$ cat config.mk
export PLATFORM = sky130hd
export DESIGN_NAME = integer_to_ascii_formatter
export DESIGN_NICKNAME = d
export VERILOG_FILES = /design/src/rtl/i2a_pkg.sv /design/src/rtl/i2a_dabble_step.sv /design/src/rtl/integer_to_ascii_formatter.sv
export SDC_FILE = /design/constraint.sdc
export NUM_CORES = 1
export LEC_CHECK = 0
export ABC_AREA = 0
export BUFFER_PORTS_ARGS = -buffer_cell sky130_fd_sc_hd__buf_2
export CAP_MARGIN = 15
export CORE_AREA = 5 5 222 224
export DETAILED_ROUTE_END_ITERATION = 7
export DIE_AREA = 0 0 227 229
export HOLD_SLACK_MARGIN = 0.15
export PLACE_DENSITY_LB_ADDON = 0.25
export REMOVE_ABC_BUFFERS = 1
export SYNTH_ARGS = -nofsm -noshare
export SYNTH_HDL_FRONTEND = slang
export SYNTH_SLANG_ARGS = --single-unit
$ cat constraint.sdc
create_clock -name clk_i -period 4 [get_ports clk_i]
set_clock_uncertainty 0.1 [all_clocks]
set_input_delay 0.6 -clock clk_i [delete_from_list [all_inputs] [get_ports clk_i]]
set_output_delay 0.6 -clock clk_i [all_outputs]
set_load 0.01 [all_outputs]
$ cat src/rtl/i2a_pkg.sv
// shared constants, types and helpers for the integer to ascii formatter
package i2a_pkg;

  localparam int unsigned VALUE_W    = 64;
  localparam int unsigned MODE_W     = 2;
  localparam int unsigned CHAR_W     = 7;
  localparam int unsigned NUM_DIGITS = 20;
  localparam int unsigned NIBBLE_W   = 4;
  localparam int unsigned BCD_W      = NUM_DIGITS * NIBBLE_W;
  localparam int unsigned CNT_W      = $clog2(NUM_DIGITS + 1);
  localparam int unsigned ITER_W     = $clog2(VALUE_W);

  // format codes, the unused code prints as unsigned decimal
  localparam logic [MODE_W-1:0] FMT_UDEC = 2'd0;
  localparam logic [MODE_W-1:0] FMT_SDEC = 2'd1;
  localparam logic [MODE_W-1:0] FMT_HEX  = 2'd2;

  localparam logic [CHAR_W-1:0] CHAR_ZERO  = 7'h30;
  localparam logic [CHAR_W-1:0] CHAR_A     = 7'h61;
  localparam logic [CHAR_W-1:0] CHAR_MINUS = 7'h2d;

  typedef enum logic [1:0] {
    ST_IDLE,
    ST_CONV,
    ST_TRIM,
    ST_EMIT
  } i2a_state_e;

  function automatic logic [CHAR_W-1:0] digit_to_ascii(input logic [NIBBLE_W-1:0] d);
    logic [CHAR_W-1:0] c;
    if (d > 4'd9) begin
      c = CHAR_A + CHAR_W'(d - 4'd10);
    end else begin
      c = CHAR_ZERO + CHAR_W'(d);
    end
    return c;
  endfunction

endpackage

$ cat src/rtl/i2a_dabble_step.sv
// one shift-and-add-3 step of the binary to bcd converter
module i2a_dabble_step
  import i2a_pkg::*;
(
  input  logic [BCD_W-1:0] bcd_i,
  input  logic             bit_i,
  output logic [BCD_W-1:0] bcd_o
);

  logic [BCD_W-1:0] adj;

  // digits are independent, correct each one before the shift
  always_comb begin
    for (int i = 0; i < NUM_DIGITS; i++) begin
      if (bcd_i[i*NIBBLE_W +: NIBBLE_W] >= 4'd5) begin
        adj[i*NIBBLE_W +: NIBBLE_W] = bcd_i[i*NIBBLE_W +: NIBBLE_W] + 4'd3;
      end else begin
        adj[i*NIBBLE_W +: NIBBLE_W] = bcd_i[i*NIBBLE_W +: NIBBLE_W];
      end
    end
  end

  assign bcd_o = {adj[BCD_W-2:0], bit_i};

endmodule

$ cat src/rtl/integer_to_ascii_formatter.sv
// top level: sequencer, digit register and output register of the formatter
// sequence: accept, then the double dabble conversion for decimal and none for hex, then
//   leading-zero trimming, then one character a cycle while the output is not stalled
// flow: one number at a time, a new number is taken only after its last character is emitted;
//   decimal uses the single shared double dabble step that handles one input bit a cycle
// reset: asynchronous active low, returns to idle with the output register empty
module integer_to_ascii_formatter
  import i2a_pkg::*;
(
  input  logic                clk_i,
  input  logic                rst_ni,
  input  logic                in_valid_i,
  output logic                in_ready_o,
  input  logic [VALUE_W-1:0]  value_i,
  input  logic [MODE_W-1:0]   req_type_i,
  output logic                out_valid_o,
  input  logic                out_ready_i,
  output logic [CHAR_W-1:0]   out_char_o,
  output logic                last_o
);

  i2a_state_e state_q, state_d;

  logic [VALUE_W-1:0] bin_q, bin_d;
  logic [BCD_W-1:0]   bcd_q, bcd_d;
  logic [BCD_W-1:0]   bcd_step;
  logic [ITER_W-1:0]  iter_q, iter_d;
  logic [CNT_W-1:0]   cnt_q, cnt_d;
  logic               neg_q, neg_d;
  logic               pad_q, pad_d;
  logic               hex_q, hex_d;

  logic               out_valid_q, out_valid_d;
  logic [CHAR_W-1:0]  char_q, char_d;
  logic               last_q, last_d;

  logic               in_acc;
  logic               slot_free;
  logic               emit;
  logic               is_last;
  logic               trim_more;
  logic               in_neg;
  logic [VALUE_W-1:0] in_mag;

  assign in_ready_o  = (state_q == ST_IDLE);
  assign in_acc      = in_valid_i && in_ready_o;
  assign slot_free   = !out_valid_q || out_ready_i;
  assign emit        = (state_q == ST_EMIT) && slot_free;
  assign is_last     = !neg_q && !pad_q && (cnt_q == CNT_W'(1));
  assign trim_more   = (bcd_q[BCD_W-1 -: NIBBLE_W] == '0) && (cnt_q > CNT_W'(1));
  assign in_neg      = (req_type_i == FMT_SDEC) && value_i[VALUE_W-1];
  assign in_mag      = in_neg ? (~value_i + VALUE_W'(1)) : value_i;

  i2a_dabble_step u_step (
    .bcd_i (bcd_q),
    .bit_i (bin_q[VALUE_W-1]),
    .bcd_o (bcd_step)
  );

  // next state
  always_comb begin
    state_d = state_q;
    unique case (state_q)
      ST_IDLE: begin
        if (in_acc) begin
          state_d = (req_type_i == FMT_HEX) ? ST_TRIM : ST_CONV;
        end
      end
      ST_CONV: begin
        if (iter_q == ITER_W'(VALUE_W - 1)) begin
          state_d = ST_TRIM;
        end
      end
      ST_TRIM: begin
        if (!trim_more) begin
          state_d = ST_EMIT;
        end
      end
      ST_EMIT: begin
        if (emit && is_last) begin
          state_d = ST_IDLE;
        end
      end
      default: state_d = ST_IDLE;
    endcase
  end

  // datapath and output register
  always_comb begin
    bin_d       = bin_q;
    bcd_d       = bcd_q;
    iter_d      = iter_q;
    cnt_d       = cnt_q;
    neg_d       = neg_q;
    pad_d       = pad_q;
    hex_d       = hex_q;
    char_d      = char_q;
    last_d      = last_q;
    out_valid_d = out_valid_q && !out_ready_i;
    unique case (state_q)
      ST_IDLE: begin
        if (in_acc) begin
          neg_d  = in_neg;
          hex_d  = (req_type_i == FMT_HEX);
          pad_d  = 1'b0;
          iter_d = '0;
          cnt_d  = CNT_W'(NUM_DIGITS);
          bin_d  = in_mag;
          // hex digits are the nibbles themselves
          bcd_d  = (req_type_i == FMT_HEX) ? BCD_W'(in_mag) : '0;
        end
      end
      ST_CONV: begin
        bcd_d  = bcd_step;
        bin_d  = {bin_q[VALUE_W-2:0], 1'b0};
        iter_d = iter_q + ITER_W'(1);
      end
      ST_TRIM: begin
        if (trim_more) begin
          bcd_d = {bcd_q[BCD_W-NIBBLE_W-1:0], {NIBBLE_W{1'b0}}};
          cnt_d = cnt_q - CNT_W'(1);
        end else begin
          // hex with an odd digit count gets a leading zero
          pad_d = hex_q && cnt_q[0];
        end
      end
      ST_EMIT: begin
        if (emit) begin
          out_valid_d = 1'b1;
          last_d      = is_last;
          priority if (neg_q) begin
            char_d = CHAR_MINUS;
            neg_d  = 1'b0;
          end else if (pad_q) begin
            char_d = CHAR_ZERO;
            pad_d  = 1'b0;
          end else begin
            char_d = digit_to_ascii(bcd_q[BCD_W-1 -: NIBBLE_W]);
            bcd_d  = {bcd_q[BCD_W-NIBBLE_W-1:0], {NIBBLE_W{1'b0}}};
            cnt_d  = cnt_q - CNT_W'(1);
          end
        end
      end
      default: begin
      end
    endcase
  end

  always_ff @(posedge clk_i or negedge rst_ni) begin
    if (!rst_ni) begin
      state_q     <= ST_IDLE;
      out_valid_q <= 1'b0;
      iter_q      <= '0;
      cnt_q       <= '0;
      neg_q       <= 1'b0;
      pad_q       <= 1'b0;
      hex_q       <= 1'b0;
    end else begin
      state_q     <= state_d;
      out_valid_q <= out_valid_d;
      iter_q      <= iter_d;
      cnt_q       <= cnt_d;
      neg_q       <= neg_d;
      pad_q       <= pad_d;
      hex_q       <= hex_d;
    end
  end

  always_ff @(posedge clk_i) begin
    bin_q  <= bin_d;
    bcd_q  <= bcd_d;
    char_q <= char_d;
    last_q <= last_d;
  end

  assign out_valid_o = out_valid_q;
  assign out_char_o  = char_q;
  assign last_o      = last_q;

`ifndef SYNTHESIS
  a_accept_starts: assert property (@(posedge clk_i) disable iff (!rst_ni)
    in_acc |=> (state_q == ST_CONV) || (state_q == ST_TRIM))
    else $error("accepted word did not start conversion");

  a_emit_has_digit: assert property (@(posedge clk_i) disable iff (!rst_ni)
    (state_q == ST_EMIT) |-> (cnt_q != '0))
    else $error("emitting with no digits left");

  a_conv_ends: assert property (@(posedge clk_i) disable iff (!rst_ni)
    (state_q == ST_CONV) && (iter_q == ITER_W'(VALUE_W - 1)) |=> (state_q == ST_TRIM))
    else $error("conversion overran its bit count");

  a_last_to_idle: assert property (@(posedge clk_i) disable iff (!rst_ni)
    (emit && is_last) |=> (state_q == ST_IDLE) && out_valid_q && last_q)
    else $error("final character did not close the number");
`endif

endmodule

[Yosys cells after proc, flatten, opt, wreduce, memory -nomap -nowiden]
Index checks and enable logic that the tools add are counted.
Storage, ports and cells
  bits in registers: 169
  output and inout port bits: 10
  word-level logic and storage cells: 160
Cells by class
  add/subtract/negate cells: 26
  $lt $le $gt $ge: 22
  equal/unequal tests: 15
  multiplexer cells: 56
  bitwise operators: 1
  reductions and logical operators: 28
Operators by type and width (count)
  two-way mux 80 bit: 5
  one-hot mux 80 bit (4 select lines): 1
  two-way mux 64 bit: 3
  one-hot mux 64 bit (2 select lines): 1
  greater-or-equal comparator 4 x 3 -> 1 bit, second input constant: 20
  adder 4 x 2 -> 4 bit, second input constant: 19
  two-way mux 4 bit: 19
  adder 64 x 1 -> 64 bit, second input constant: 1
  NOT 64 bit: 1
  two-way mux 5 bit: 6
  one-hot mux 5 bit (3 select lines): 1
  != test 2 bit, second input constant: 6
  one-hot mux 6 bit (2 select lines): 1
  two-way mux 2 bit: 5
  AND reduction 5 bit: 2
  logical AND 1 bit: 9
  two-way mux 1 bit: 8
  one-hot mux 2 bit (4 select lines): 1
  adder 6 x 4 -> 7 bit, first input constant: 1
  adder 6 x 5 -> 7 bit, first input constant: 1
  two-way mux 7 bit: 1
  adder 6 x 1 -> 6 bit, second input constant: 1
  == test 2 bit, second input constant: 3
  == test 6 bit, second input constant: 1
  23 further kinds: 31

[Logic depth before layout (Yosys ltp)]
  word-level depth: 6
  mapped depth: 9
  depth with buffers taken out: 7

[Cells and area by module]
From an unflattened synthesis, not the netlist that was laid out.
Second synthesis, totals
  cells, all modules: 1226
  area, all modules: 11678.7 µm²
Modules (own cells, without submodules)
  integer_to_ascii_formatter: times used 1, cells an instance 909, area an instance 9664.3 µm²
  i2a_dabble_step: times used 1, cells an instance 317, area an instance 2014.4 µm²

[Least setup slack after synthesis]
No wires, ideal clock.
  path type: register to register
  start: reg cnt_q[0]
  end: reg bcd_q[0] (enable)
  library setup time: 0.434 ns
  arrival: 3.074 ns
  required time: 3.466 ns
  slack: 0.392 ns
  stages on the path, launching flop included: 5
  buffers on the path: 0
  cells stage by stage: dfrtp_1 > ha_1 > o21bai_1 > a2111oi_0 > o211a_1
On the way
  longest elaborated chain between the ends: 4
Ends and longest elaborated chain
  start: declaration: RTL line integer_to_ascii_formatter.sv:28  | logic [CNT_W-1:0] cnt_q, cnt_d;
  start signal: assignment: RTL line integer_to_ascii_formatter.sv:162  | cnt_q <= cnt_d;
  greater-than comparator 5 x 1 -> 1 bit: RTL line integer_to_ascii_formatter.sv:50  | assign trim_more = (bcd_q[BCD_W-1 -: NIBBLE_W] == '0) && (cnt_q > CNT_W'(1));
  logical AND 1 bit: RTL line integer_to_ascii_formatter.sv:50
  != test 2 bit (no source line)
  AND reduction 5 bit (no source line)
  end signal: assignment: RTL line integer_to_ascii_formatter.sv:171  | bcd_q <= bcd_d;
  end: declaration: RTL line integer_to_ascii_formatter.sv:25  | logic [BCD_W-1:0] bcd_q, bcd_d;
Every way passes these cells.
A chain may end at the register's enable or synchronous reset.

[Worst setup path in the final report]
  start: in value_i[13]
  end: reg bin_q[45], data pin
On the way
  longest elaborated chain between the ends: 5
Ends and longest elaborated chain
  start: declaration: RTL line integer_to_ascii_formatter.sv:14  | input logic [VALUE_W-1:0] value_i,
  NOT 64 bit: RTL line integer_to_ascii_formatter.sv:52  | assign in_mag = in_neg ? (~value_i + VALUE_W'(1)) : value_i;
  adder 64 x 1 -> 64 bit: RTL line integer_to_ascii_formatter.sv:52
  two-way mux 64 bit: RTL line integer_to_ascii_formatter.sv:52
  two-way mux 64 bit: RTL line integer_to_ascii_formatter.sv:102  | if (in_acc) begin
  one-hot mux 64 bit (2 select lines): RTL line integer_to_ascii_formatter.sv:100  | unique case (state_q)
  named net bin_d[45]: RTL line integer_to_ascii_formatter.sv:24  | logic [VALUE_W-1:0] bin_q, bin_d;
  end signal: assignment: RTL line integer_to_ascii_formatter.sv:170  | bin_q <= bin_d;
  end: declaration: RTL line integer_to_ascii_formatter.sv:24
The timed path passes the listed nets, and every way through them passes these cells. The select of a mux whose other input is x is not followed.

==> run_results.csv <==
group,metric,value,unit
hold_path,holdCritStartpoint,"out_ready_i",
critical_path,path_delay_family,"simple AND/OR/NAND/NOR gates",
die,chipWidth,227,µm
route,met2_wire_len,16520,µm
cells_and_area,final.fill_count,4950,
power,p_per_area,797.3,nW/µm²
sta,final_hold_violation_count,0,
route,final_antenna_net_count,0,
critical_path,worst-endpoint-arrival,3.01,ns
route,top_layer_used,"met5",
route,vias_per_cell,5.130,
clock_network,cts.repair.resized,0,
die,boundaryPins,80,
route,drc,0,
route,wirelength_met1,16560,µm
critical_path,end_kind,"flop",
sta,max_slew_margin,0.4219,
placed_design,portBuffers,79,
clock_network,hold_buffers,1,
synth,synth-compound-area-share,0.2040,
sta,tightest_slew,0.8645,ns
sta,timing.final.crit_share,0.7294,
cells_and_area,mostFrequentLayoutCell,"sky130_fd_sc_hd__edfxtp_1",
global_routing,grt_start_max_net_pins,83,
clock_network,cts_tree,"done",
placed_design,routabilityCongestion,0.7716,
route,dr_total_vias,9859,
cells_and_area,areaGrowthSynthToFinish,15.43,%
critical_path,crit_fanout,25,
cells_and_area,fraction_of_final_layout_cells_with_drive_strength_greater_than_1,0.1325,
synth,synthAdderAreaFrac,0.05383,
synth,largest_family_of_logic_cells_by_synthesized_area,"compound AO/OA/AOI/OAI gates",
critical_path,timing.critical_path.from,"value_i[13]",
flow_run,number_of_max_cap_violations,0,
clock_network,cts.htree.levels,4,
critical_path,crit_path_start_kind,"input pin",
cells_and_area,final_cell_area,13420,µm²
clock_network,cts_setup_buffers,0,
route,post_drt_wl_per_cell,18.27,µm
critical_path,worst_setup_path_type,"input pin to flop",
clock_network,clock_insertion_delay_worst_skew,0.45,ns
die,design.core.area,47150,µm²
clock_network,cts-root-buf,"sky130_fd_sc_hd__clkbuf_16",
synth,synth_sequential_area_ratio,0.4293,
die,die_h,229,µm
die,rows,80,
cells_and_area,util_after_layout,0.2846,
sta,setup_viol,0,
global_routing,grt_util_all_layers,0.1336,
clock_network,cts.reportedPaths.clkPinSlew,0.07,ns
synth,synth_async_sr_flop_share,0.1006,
sta,period_needed,2.918,ns
critical_path,rrSetupSlack,1.32,ns
power,static-leakage-power,4.721,nW
critical_path,cp_data_required_time,4.10,ns
die,start_util,0.2465,
placed_design,detailed_place.area,12800,µm²
sta,final.hold.worst_slack,0.3261,ns
global_routing,grt_antenna_before_repair,5,
hold_path,hp-class,"input pin to flop",
critical_path,cp_common_cell,"sky130_fd_sc_hd__or3_1",
placed_design,dp.final_hpwl,24590,µm
critical_path,r2r-start,"state_q[0]",
route,drt_iter0_drc,716,
cells_and_area,layout_common_cells,"152 x sky130_fd_sc_hd__edfxtp_1, 132 x sky130_fd_sc_hd__o21ai_0, 124 x sky130_fd_sc_hd__nand2_1",
hold_path,hold_path_end,"out_valid_o",
sta,rsz0062_at_grt,"no",
critical_path,rr_endpoint,"bcd_q[20]",
route,detail_route.first_pass.iterations,5,
power,peakVddDrop,0.4585,mV
critical_path,crit_path_top_delay_cell,"sky130_fd_sc_hd__or3_1",
global_routing,grt_pass1_wl,55410,µm
clock_network,cts_buffer_depth,2,
synth,synthSimpleGateAreaFrac,0.1873,
die,die_area,51980,µm²
critical_path,crit_path_max_incr_delay,0.57,ns
clock_network,cts.sinks,169,
synth,yosys_cell_types,69,
synth,synth_seq_cells,169,
critical_path,worstPathCellList,"buf_2 > nor4_2 > nand4_1 > buf_4 > or3_1 > o31a_1 > or3_1",
route,totalWireLength,35110,µm
synth,xor_xnor_portion_of_the_synthesized_cell_area,0.05200,
synth,netlist_instances,1245,
sta,timing.fmax,342.7,MHz
route,met3_length,1406,µm
status,status,"completed",
cells_and_area,final_net_count,1413,
sta,timing.final.max_slew_violations,0,
clock_network,numCtsBuffers,17,
global_routing,grt_overflow,0,
synth,synth.yosys.warnings,0,
global_routing,grt_pass1_vias,9684,
synth,synth.area.mux_share,0.02853,
synth,syn_area_per_cell,9.335,µm²
hold_path,cell_depth_of_the_worst_min_delay_path,3,
sta,setup_total_negative_slack,0,ns
synth,synthFlopType,"sky130_fd_sc_hd__edfxtp_1",
critical_path,reg2reg_depth,7,
synth,synth.cell_area,11620,µm²
critical_path,worst-path-buf-inv,2,
synth,synth_enable_flop_cells,152,
-- sequential cells by signal (all words and copies together), names as in the netlist --
register / count
bcd_q: 80
bin_q: 64
out_char_o: 7
iter_q: 6
cnt_q: 5
state_q: 2
hex_q: 1
last_o: 1
neg_q: 1
out_valid_o: 1
pad_q: 1
-- per-stage QoR --
stage / cells / power, W / setup slack, ns
floorplan: 1170 / 0.007373 / -1.410
global placement: 1888 / 0.008923 / 0.6403
detailed placement: 1888 / 0.009002 / 0.6420
CTS: 1921 / 0.01084 / 1.123
global route: 1922 / 0.01158 / 1.052
finish: 1922 / 0.01070 / 1.082
-- metal layers --
metal / up-vias / global-route usage
li1: 4755 / -
met1: 4850 / 0.1834
met2: 212 / 0.2150
met3: 38 / 0.02715
met4: 4 / 0.03569
met5: - / 0
-- cell type report --
type,instances,area (µm²),share of cell area
Antenna cell,1,2.502,0.0001865
Clock buffer,19,432.9,0.03227
Clock inverter,13,168.9,0.01259
Inverter,62,232.7,0.01735
Multi-Input combinational cell,939,6133,0.4572
Sequential cell,169,4990,0.3719
Tap cell,615,769.5,0.05736
Timing Repair Buffer,104,685.7,0.05111
-- worst max-delay path by stage --
| stage | end | cells after the start |
|---|---|---|
| global route | bcd_q[33] | 7 |
| detailed placement | bin_q[45] | 7 |
| CTS | bin_q[45] | 7 |
| floorplan | bin_q[0] | 4 |
| finish | bin_q[45] | 7 |
| global placement | bin_q[45] | 7 |
-- where the power goes --
part           internal [W]  switching (W)
combinational       0.00195        0.00301
clock              0.000993       0.000797
sequential          0.00331       0.000641
-- worst reg2reg max path, cell delays in order, from the launching register on --
cell	delay, ns
sky130_fd_sc_hd__dfrtp_1	0.42
sky130_fd_sc_hd__inv_1	0.11
sky130_fd_sc_hd__ha_1	0.27
sky130_fd_sc_hd__or2_2	0.62
sky130_fd_sc_hd__buf_4	0.40
sky130_fd_sc_hd__a41oi_1	0.21
sky130_fd_sc_hd__o32ai_1	0.12
sky130_fd_sc_hd__a22o_1	0.19
-- cells in the mapped netlist, types with 7 or more instances --
| cell type | n | area [µm²] |
|---|---|---|
| sky130_fd_sc_hd__nand4_1 | 7 | 43.79 |
| sky130_fd_sc_hd__mux2i_1 | 23 | 230.2 |
| sky130_fd_sc_hd__xnor2_1 | 42 | 367.9 |
| sky130_fd_sc_hd__nor2_1 | 67 | 251.5 |
| sky130_fd_sc_hd__a31oi_1 | 21 | 131.4 |
| sky130_fd_sc_hd__a22oi_1 | 41 | 307.8 |
| sky130_fd_sc_hd__nand2b_1 | 27 | 168.9 |
| sky130_fd_sc_hd__nor3_1 | 44 | 220.2 |
| sky130_fd_sc_hd__a2bb2oi_1 | 18 | 157.7 |
| sky130_fd_sc_hd__or3_1 | 25 | 156.4 |
| sky130_fd_sc_hd__nand3_1 | 25 | 125.1 |
| sky130_fd_sc_hd__o21ai_0 | 132 | 660.6 |
| sky130_fd_sc_hd__or4_1 | 11 | 82.58 |
| sky130_fd_sc_hd__edfxtp_1 | 152 | 4564 |
| sky130_fd_sc_hd__inv_1 | 61 | 229.0 |
| sky130_fd_sc_hd__dfrtp_1 | 17 | 425.4 |
| sky130_fd_sc_hd__ha_1 | 50 | 625.6 |
| sky130_fd_sc_hd__mux2_2 | 9 | 101.4 |
| sky130_fd_sc_hd__nor3b_1 | 16 | 120.1 |
| sky130_fd_sc_hd__or2_2 | 8 | 50.05 |
| sky130_fd_sc_hd__xor2_1 | 27 | 236.5 |
| sky130_fd_sc_hd__nand2_1 | 124 | 465.5 |
| sky130_fd_sc_hd__a22o_1 | 9 | 78.83 |
| sky130_fd_sc_hd__a41oi_1 | 10 | 87.58 |
| sky130_fd_sc_hd__buf_1 | 9 | 33.78 |
| sky130_fd_sc_hd__nor2b_1 | 7 | 43.79 |
| sky130_fd_sc_hd__nor4_1 | 23 | 143.9 |
| sky130_fd_sc_hd__clkbuf_1 | 64 | 240.2 |
| sky130_fd_sc_hd__a21oi_1 | 73 | 365.4 |
| sky130_fd_sc_hd__o31ai_1 | 8 | 60.06 |
-- cell families after synthesis --
logic type,count (synthesis)
AND/OR/NAND/NOR,418
buffers and inverters,137
XOR/XNOR,69
AO/OA/AOI/OAI,370
multiplexers,32
adder cells (fa/ha/maj),50
flip-flops,169
Power figures use the tool's default switching activity.
